===== config.mk =====
export PLATFORM = sky130hd
export DESIGN_NAME = uicc_crc_unit
export DESIGN_NICKNAME = d
export VERILOG_FILES = /design/src/rtl/core/upgrade_image_crc_check_top_assert.svh /design/src/rtl/core/uicc_pkg.sv /design/src/rtl/core/uicc_crc_unit.sv
export SDC_FILE = /design/constraint.sdc
export NUM_CORES = 1
export LEC_CHECK = 0
export BUFFER_PORTS_ARGS = -buffer_cell sky130_fd_sc_hd__buf_2
export CAP_MARGIN = 20
export CORE_UTILIZATION = 55
export CTS_BUF_LIST = sky130_fd_sc_hd__clkbuf_16
export DETAILED_ROUTE_END_ITERATION = 8
export PLACE_DENSITY = 0.83
export SYNTH_ARGS = -nofsm -noshare
export SYNTH_HDL_FRONTEND = slang
export SYNTH_SLANG_ARGS = --single-unit

===== constraint.sdc =====
create_clock -name clk -period 4.3 [get_ports clk]
set_clock_uncertainty 0.05 [all_clocks]
set_input_delay 0.215 -clock clk [delete_from_list [all_inputs] [get_ports clk]]
set_output_delay 0.215 -clock clk [all_outputs]
set_load 0.01 [all_outputs]

===== src/rtl/core/upgrade_image_crc_check_top_assert.svh =====
// assertion macros for the image crc check block
`ifndef UPGRADE_IMAGE_CRC_CHECK_TOP_ASSERT_SVH
`define UPGRADE_IMAGE_CRC_CHECK_TOP_ASSERT_SVH

// same-cycle implication, disabled in reset
`define UICC_ASSERT_NOW(label, clk, rst, ante, cons, msg) \
  label: assert property (@(posedge clk) disable iff (rst) (ante) |-> (cons)) else $error(msg);

// next-cycle implication, disabled in reset
`define UICC_ASSERT_NEXT(label, clk, rst, ante, cons, msg) \
  label: assert property (@(posedge clk) disable iff (rst) (ante) |=> (cons)) else $error(msg);

`endif


===== src/rtl/core/uicc_pkg.sv =====
// types, constants and crc step function for the image crc check block
`default_nettype none
package uicc_pkg;

  localparam logic [31:0] CRC_POLY = 32'h04C1_1DB7;
  localparam logic [31:0] CRC_INIT = 32'hFFFF_FFFF;

  localparam logic [1:0] STATUS_MATCH     = 2'd0;
  localparam logic [1:0] STATUS_MISMATCH  = 2'd1;
  localparam logic [1:0] STATUS_TOO_SHORT = 2'd2;

  typedef enum logic [1:0] {
    ST_IDLE,
    ST_READ,
    ST_DRAIN,
    ST_FINISH
  } state_t;

  // control from the sequencer to the crc unit
  typedef struct packed {
    logic init;
    logic en;
  } crc_ctrl_t;

  // one byte of msb-first crc-32, eight shift steps
  function automatic logic [31:0] crc_byte(input logic [31:0] crc_in, input logic [7:0] data);
    logic [31:0] crc;
    crc = crc_in ^ {data, 24'd0};
    for (int b = 0; b < 8; b++) begin
      if (crc[31]) begin
        crc = {crc[30:0], 1'b0} ^ CRC_POLY;
      end else begin
        crc = {crc[30:0], 1'b0};
      end
    end
    return crc;
  endfunction

endpackage
`default_nettype wire


===== src/rtl/core/uicc_crc_unit.sv =====
// crc register, one image byte folded in per cycle while enabled
`default_nettype none
module uicc_crc_unit (
  input  wire logic                clk,
  input  wire uicc_pkg::crc_ctrl_t ctrl,
  input  wire logic [7:0]          data_byte,
  output logic      [31:0]         crc
);
  import uicc_pkg::*;

  // load the init value or fold one byte
  always_ff @(posedge clk) begin
    if (ctrl.init) begin
      crc <= CRC_INIT;
    end else if (ctrl.en) begin
      crc <= crc_byte(crc, data_byte);
    end
  end

endmodule
`default_nettype wire


## Yosys cells after proc, flatten, opt, wreduce, memory -nomap -nowiden

Index checks and enable logic that the tools add are counted.

| word-level totals | value |
|---|---|
| register bits after elaboration | 32 |
| input port bits | 11 |
| word-level logic and storage cells | 32 |

| operators by class | value |
|---|---|
| multiplexer cells | 22 |
| bitwise logic cells | 9 |

Operator list:

| cell | number |
|---|---|
| $mux W32 | 14 |
| $mux W27 | 8 |
| $not A14 Y14 | 8 |
| $xor A32 B32 Y32 | 1 |

## Depth between registers and ports, before layout

Gate-level depths: netlist of run 1.

| logic depth | value |
|---|---|
| depth in word-level cells | 31 |
| depth in mapped cells | 4 |
| mapped depth without buffers | 4 |

## Worst setup path after synthesis of run 1

OpenSTA, ideal clock, no wires.

| timing | value |
|---|---|
| path kind | reg-to-reg |
| start | register crc[26] |
| end | register crc[10] |
| library setup time | 114 ps |
| arrival | 1738 ps |
| required time | 4136 ps |
| slack | 2398 ps |
| stages on the path, launching flop included | 5 |
| buffers on the path | 0 |
| clock period less this slack | 1902 ps |
| cell sequence | dfxtp_1 xor2_2 xnor3_1 xnor3_1 a21bo_1 |

| on the way | value |
|---|---|
| word-level cells in the longest chain between the ends | 19 |

RTL lines:

| element | RTL line | RTL |
|---|---|---|
| start: declaration | uicc_crc_unit.sv:7 | `output logic [31:0] crc` |
| start signal: assignment | uicc_crc_unit.sv:16 | `crc <= crc_byte(crc, data_byte);` |
| $xor A32 B32 Y32 (*) | uicc_pkg.sv:28 | `crc = crc_in ^ {data, 24'd0};` |
| $mux W32 (*) | uicc_crc_unit.sv:15 | `end else if (ctrl.en) begin` |
| $mux W32 (*) | uicc_crc_unit.sv:13 | `if (ctrl.init) begin` |
| $mux W32 (*) | uicc_crc_unit.sv:15 |  |
| $mux W32 (*) | uicc_crc_unit.sv:13 |  |
| $mux W32 (*) | uicc_crc_unit.sv:15 |  |
| $mux W32 (*) | uicc_crc_unit.sv:13 |  |
| $mux W32 (*) | uicc_crc_unit.sv:15 |  |
| (+3 left out) | - |  |
| $mux W27 (*) | uicc_pkg.sv:30 | `if (crc[31]) begin` |
| $mux W32 (*) | uicc_crc_unit.sv:15 |  |
| $mux W32 (*) | uicc_crc_unit.sv:13 |  |
| $mux W27 (*) | uicc_pkg.sv:30 |  |
| $mux W32 (*) | uicc_crc_unit.sv:15 |  |
| $mux W32 (*) | uicc_crc_unit.sv:13 |  |
| $not A14 Y14 (no source line) | - |  |
| $mux W27 (*) | uicc_pkg.sv:30 |  |

Mark *: on every way between the ends. The rest lies on a longest branch, timed or not. The select of a mux whose other input is x is not followed.
A chain may end at the register's enable or synchronous reset.

==> results of run 1 <==
worst paths after layout:
| check | from | to | slack, ns |
|---|---|---|---|
| hold reg to reg | crc[0] | crc[0] | 0.44 |
| setup reg to reg | crc[26] | crc[10] | 2.31 |
| setup / recovery | ctrl[0] | crc[4] | 2.29 |
| hold / removal | crc[0] | crc[0] | 0.44 |
placed cells by master (no fill, tap or decap):
master     count
a2111o_1       1
a211o_1       18
a21bo_1        1
a21oi_1       13
and3_1         1
buf_2         42
clkbuf_16      5
clkinv_1       3
dfxtp_1       32
nor2_1         6
nor2b_1       13
nor3_1         6
o21ai_0        1
o21ai_1        6
xnor2_1       17
xnor2_2        4
xnor2_4        8
xnor3_1       15
xnor3_2        1
xor2_1        11
xor2_2         2
xor3_1         3
layer usage:
metal,GRT usage,part of all wire
met5,0,0
met4,0.0767,0.014
met3,0.0707,0.047
met2,0.338,0.47
met1,0.304,0.47
layout make-up:
type,instances,area [µm²]
Timing Repair Buffer,42,210
Clock inverter,2,7.51
Clock buffer,5,125
Multi-Input combinational cell,127,1420
Tap cell,48,60.1
Inverter,1,3.75
Sequential cell,32,641
Fill cell,298,1200
cell families (layout without fill, tap and decap cells):
group | after synthesis | count (layout)
buffers and inverters | 10 | 50
xor gates and xnor gates | 61 | 61
AOI/OAI and AO/OA | 40 | 40
and+or+nand+nor | 26 | 26
DFF | 32 | 32
power breakdown:
group | switching [mW] | internal (mW) | total (mW)
sequential | 0.0993 | 0.395 | 0.494
clock | 0.122 | 0.207 | 0.328
combinational | 0.500 | 0.735 | 1.23
worst max-delay path, cell delays in order:
cell,delay [ns]
buf_2,0.46
clkinv_1,0.75
nor2_1,0.54
a21oi_1,0.13
through the flow:
step / setup slack, ns / hold WS (ns) / power, mW / cell area [µm²]
after CTS: 2.27 / 0.451 / 2.07 / 2460
after floorplan: 2.40 / 0.374 / 1.49 / 2090
after global placement: 2.11 / 0.429 / 1.71 / 2330
final: 2.29 / 0.444 / 2.06 / 2460
after detailed placement: 2.06 / 0.436 / 1.73 / 2330
after global routing: 2.01 / 0.478 / 2.19 / 2460
==> impl_metrics.csv, run 1 <==
group,metric,value,unit
global_route,grt_max_degree,35,
clocking,path_clk_slew,0.05,ns
logic_synthesis,synth_edf_count,0,
run_status,status,"completed",
finish,utilization,0.673,
worst_setup_path,rr_worst_depth,4,
finish,final_layout_size_suffix_gt1_frac,0.297,
logic_synthesis,synth_compound_area_frac,0.133,
die,initial_core_util,0.572,
clocking,cts_inserted_buffers,5,
timing,hold_viol,0,
logic_synthesis,synth_top_cell_by_area,"dfxtp_1",
min_path,hold_class,"reg -> reg",
die,fp.dieW,63.7,µm
flow_run,maxCapViolCount,0,
drt,final_antenna_net_count,0,
place,dp_hpwl,2640,µm
logic_synthesis,synth_fa_ha_area_frac,0,
clocking,cts_root_buf,"clkbuf_16",
global_route,grt_pass1_wl,6600,µm
logic_synthesis,yosys.area_share.xor_xnor,0.476,
logic_synthesis,synth.distinct_cells,21,
logic_synthesis,synthTopCellsByCount,"dfxtp_1 (32), a211o_1 (18), xnor2_1 (17), xnor3_1 (15)",
logic_synthesis,yosys.area_share.simple,0.0669,
logic_synthesis,synth.most_common_cell,"dfxtp_1",
finish,stdcell_count,257,
die,boundaryPins,43,
min_path,min_path_cells,1,
clocking,cts_tree,"done",
power_and_ir_drop,power_density,835,nW/µm²
timing,min_period,2.01,ns
timing,fin_crit_sh,0.468,
logic_synthesis,synth_top_family_by_area,"XOR/XNOR gates",
logic_synthesis,synth-seq-cells,32,
place,portBuffers,42,
timing,setup_tns,0,ns
logic_synthesis,ys.warnings.count,0,
drt,first_iter_violations,58,
clocking,clk_latency,0.28,ns
clocking,ctsResizeCount,0,
clocking,clock-sinks,32,
finish,top_regs,"crc (32)",
drt,drt-pass1-iter-count,4,
logic_synthesis,synth-seq-area-share,0.306,
logic_synthesis,synth_mux_area_frac,0,
drt,drc,0,
timing,slew_viol_final,0,
die,die_h,63.7,µm
die,rows,22,
global_route,track_usage,0.225,
timing,setup_viol_count_final,0,
drt,viasPerCell,5.28,
clocking,postCtsHoldBufs,0,
finish,largest_reg_flops,32,
worst_setup_path,cp-start-kind,"input port",
finish,fin_nets,220,
global_route,grt_pass1_vias,1238,
finish,n_antenna_cell,0,
timing,tightest_slew,0.702,ns
logic_synthesis,synthesis.nets,180,
global_route,antenna_found_initial,0,
place,place_congestion,0.843,
logic_synthesis,synth.avg_cell_area,12.4,µm²
place,place_inst,250,
finish,syn_to_final_growth,17.6,%
clocking,cts_max_level,2,
timing,relSlewSlack,0.529,
timing,rsz0062_at_grt,"no",
finish,largest_register,"crc",
global_route,grt.overflow.total,0,
worst_setup_path,cp_max_fo,34,
logic_synthesis,synth_top_area_share,0.306,
power_and_ir_drop,leakage,1.10,nW
drt,wire_per_inst,15.1,µm
worst_setup_path,cp.required,4.39,ns
logic_synthesis,synth_async_sr_flop_share,0,
die,core_area,3660,µm²
drt,wirelength,3890,µm
drt,vias,1357,
logic_synthesis,synthCells,169,
logic_synthesis,synth_area,2090,µm²
die,die-area,4060,µm²
logic_synthesis,ys_top_cells_by_area,"dfxtp_1 (31%), xnor3_1 (16%), xnor2_4 (11%)",
worst_setup_path,crit_type,"in -> reg",
worst_setup_path,end_kind,"flip-flop",
clocking,post_cts_buffers,0,
clocking,clock_path_buffers,2,
logic_synthesis,synth_flop_cell,"dfxtp_1",
power_and_ir_drop,peakVddDrop,0.000449,V
timing,clock.fmax,497,MHz
worst_setup_path,cp.arrival,2.10,ns
(Power assumes the default switching activity.)
==> inputs of run 2 (changes only) <==
--- a/config.mk
+++ b/config.mk
@@ -7,10 +7,10 @@
 export LEC_CHECK = 0
 export BUFFER_PORTS_ARGS = -buffer_cell sky130_fd_sc_hd__buf_2
 export CAP_MARGIN = 20
-export CORE_UTILIZATION = 55
+export CORE_UTILIZATION = 49
 export CTS_BUF_LIST = sky130_fd_sc_hd__clkbuf_16
 export DETAILED_ROUTE_END_ITERATION = 8
-export PLACE_DENSITY = 0.83
+export PLACE_DENSITY = 0.78
 export SYNTH_ARGS = -nofsm -noshare
 export SYNTH_HDL_FRONTEND = slang
 export SYNTH_SLANG_ARGS = --single-unit
==> constraint.sdc (replaced) <==
create_clock -name clk -period 1.6 [get_ports clk]
set_clock_uncertainty 0.05 [all_clocks]
set_input_delay 0.08 -clock clk [delete_from_list [all_inputs] [get_ports clk]]
set_output_delay 0.08 -clock clk [all_outputs]
set_load 0.01 [all_outputs]
==> run 2 against run 1 <==
Effect of this change: the run now ends with negative setup slack left; routed wire length increased by 39%; worst hold slack lost 0.23 ns; register-to-register slack worse by 2.4 ns; critical path depth rose by 2; non-clock buffer count grew 48; sequential cell count did not move; clock-buffer cell count did not move; die area up 12%; largest power group unchanged.
==> impl_metrics.csv, run 2 (synthesis results as in run 1) <==
group,metric,value,unit
run_status,status,"finished with violations",
run_status,violations,"negative setup slack",
drt,drc,0,
worst_setup_path,end_kind,"flip-flop",
clocking,postCtsHoldBufs,0,
power_and_ir_drop,swShare,0.342,
clocking,cts_max_level,2,
timing,min_period,1.72,ns
worst_setup_path,crit_buf_inv,2,
timing,slew_viol_final,0,
die,core_area,4060,µm²
clocking,clk_latency,0.27,ns
die,boundaryPins,43,
global_route,grt_max_degree,34,
worst_setup_path,cp.required,1.69,ns
finish,final_layout_size_suffix_gt1_frac,0.496,
worst_setup_path,r2r-start,"crc[30]",
worst_setup_path,crit_path_cell_trace,"xnor2_4, buf_4, xnor3_2, buf_4, xnor2_2, a21oi_1",
timing,fin_crit_sh,1.07,
power_and_ir_drop,power_frac_seq,0.198,
timing,setup_ws,-0.115,ns
min_path,min_path_cells,2,
die,die-area,4540,µm²
power_and_ir_drop,p_int,4.55,mW
worst_setup_path,crit_type,"reg -> reg",
finish,n_antenna_cell,0,
finish,syn_to_final_growth,47.5,%
worst_setup_path,cp_max_fo,4,
finish,largest_reg_flops,32,
finish,layout_commonest_cell,"buf_2",
timing,setup_tns,-0.634,ns
worst_setup_path,r2r_end,"crc[4]",
power_and_ir_drop,switching_power,2.36,mW
die,die_h,67.4,µm
worst_setup_path,worst_path_max_delay_cell,"xnor3_2",
power_and_ir_drop,total_power,6.91,mW
die,rows,23,
clocking,cts_root_buf,"clkbuf_16",
global_route,track_usage,0.240,
worst_setup_path,cp.arrival,1.80,ns
drt,first_iter_violations,62,
worst_setup_path,cp-start-kind,"flip-flop",
worst_setup_path,rrSetupSlack,-0.12,ns
worst_setup_path,cp_common_cell,"buf_4",
drt,drt-pass1-iter-count,4,
die,initial_core_util,0.516,
finish,largest_register,"crc",
finish,fin_nets,268,
worst_setup_path,cp_top_family,"XOR/XNOR gates",
clocking,cts_tree,"done",
place,place_inst,285,
global_route,grt_pass1_vias,1532,
power_and_ir_drop,peakVddDrop,0.00149,V
worst_setup_path,max_stage_delay,0.45,ns
finish,final_cell_mix,"buf_2 (42), buf_4 (33), dfxtp_1 (24)",
timing,hold_viol,0,
power_and_ir_drop,leakage,1.41,nW
drt,wire_per_inst,17.5,µm
global_route,grt_pass1_wl,7590,µm
min_path,worstHoldEndpoint,"crc[26]",
clocking,clock_path_buffers,2,
drt,viasPerCell,5.21,
clocking,clock-sinks,32,
timing,rsz0062_at_grt,"yes",
die,fp.dieW,67.4,µm
drt,wirelength,5390,µm
power_and_ir_drop,p_comb_frac,0.675,
timing,relSlewSlack,0.587,
power_and_ir_drop,power_density,2240,nW/µm²
clocking,path_clk_slew,0.05,ns
place,portBuffers,42,
timing,clock.fmax,583,MHz
min_path,hold_class,"in -> reg",
drt,vias,1604,
min_path,hp-start,"ctrl[0]",
flow_run,maxCapViolCount,0,
global_route,antenna_found_initial,0,
global_route,grt.overflow.total,0,
place,place_congestion,0.814,
power_and_ir_drop,pwr-share-clk,0.127,
timing,timing.hold.ws,0.214,ns
timing,setup_viol_count_final,11,
place,dp_hpwl,3240,µm
drt,final_antenna_net_count,0,
worst_setup_path,rr_worst_depth,6,
timing,tightest_slew,0.620,ns
place,dp_slack,-0.114,ns
finish,stdcell_count,308,
finish,n_fill_cell,251,
clocking,cts_inserted_buffers,5,
finish,top_regs,"crc (32)",
-- run 2: changes by cell type in the layout (fill, tap and decap cells not counted), moves of 3 or more --
| cell | previous run | this run |
|---|---|---|
| dfxtp_1 | 32 | 24 |
| xnor2_1 | 17 | 12 |
| dfxtp_2 | 0 | 3 |
| dfxtp_4 | 0 | 5 |
| buf_12 | 0 | 5 |
| buf_6 | 0 | 9 |
| xnor2_4 | 8 | 13 |
| buf_4 | 0 | 33 |
-- run 2: what timing repair did --
| action | CTS | global route |
|---|---|---|
| resized for setup | 11 | 17 |
| endpoints found under the setup margin | 22 | 23 |
| pin swaps | 13 | 21 |
| buffers inserted | 9 | 6 |
| gates cloned | 0 | 0 |
-- run 2: worst max-delay path by stage --
stage                 start      end  depth (start not counted)
detailed placement  crc[27]  crc[15]                          4
CTS                 crc[26]   crc[4]                          6
global route        crc[30]   crc[4]                          6
global placement    crc[31]  crc[27]                          4
finish              crc[30]   crc[4]                          6
floorplan           crc[29]   crc[9]                          4
-- run 2: final cells by class --
class,instances,area [µm²],share of cell area
clock buffers,5,125,0.0405
clock inverters,3,11.3,0.00365
inverters,1,3.75,0.00122
multi-input cells,127,1550,0.501
flip-flops and latches,32,663,0.215
well taps,50,62.6,0.0203
repair buffers,90,674,0.218
-- run 2: power groups by stage --
stage / sequential, mW / combinational [mW] / clock [mW]
2_1_floorplan: 1.45 / 2.62 / 0
3_3_place_gp: 1.35 / 3.82 / 0
3_5_place_dp: 1.36 / 3.88 / 0
4_1_cts: 1.36 / 4.24 / 0.890
5_1_grt: 1.39 / 4.97 / 0.923
6_report: 1.37 / 4.66 / 0.880
-- run 2: metrics by stage --
step / instance area, µm² / util
4_1_cts: 2950 / 0.727
2_1_floorplan: 2150 / -
5_1_grt: 3090 / 0.761
3_3_place_gp: 2660 / 0.656
6_report: 3090 / 0.761
3_5_place_dp: 2660 / 0.656
-- run 2: per-layer routing --
metal	global-route usage	vias to the layer above	share of wire
li1	-	771	-
met1	0.272	769	0.39
met2	0.425	54	0.54
met3	0.0625	10	0.048
met4	0.0957	0	0.023
met5	0	-	0
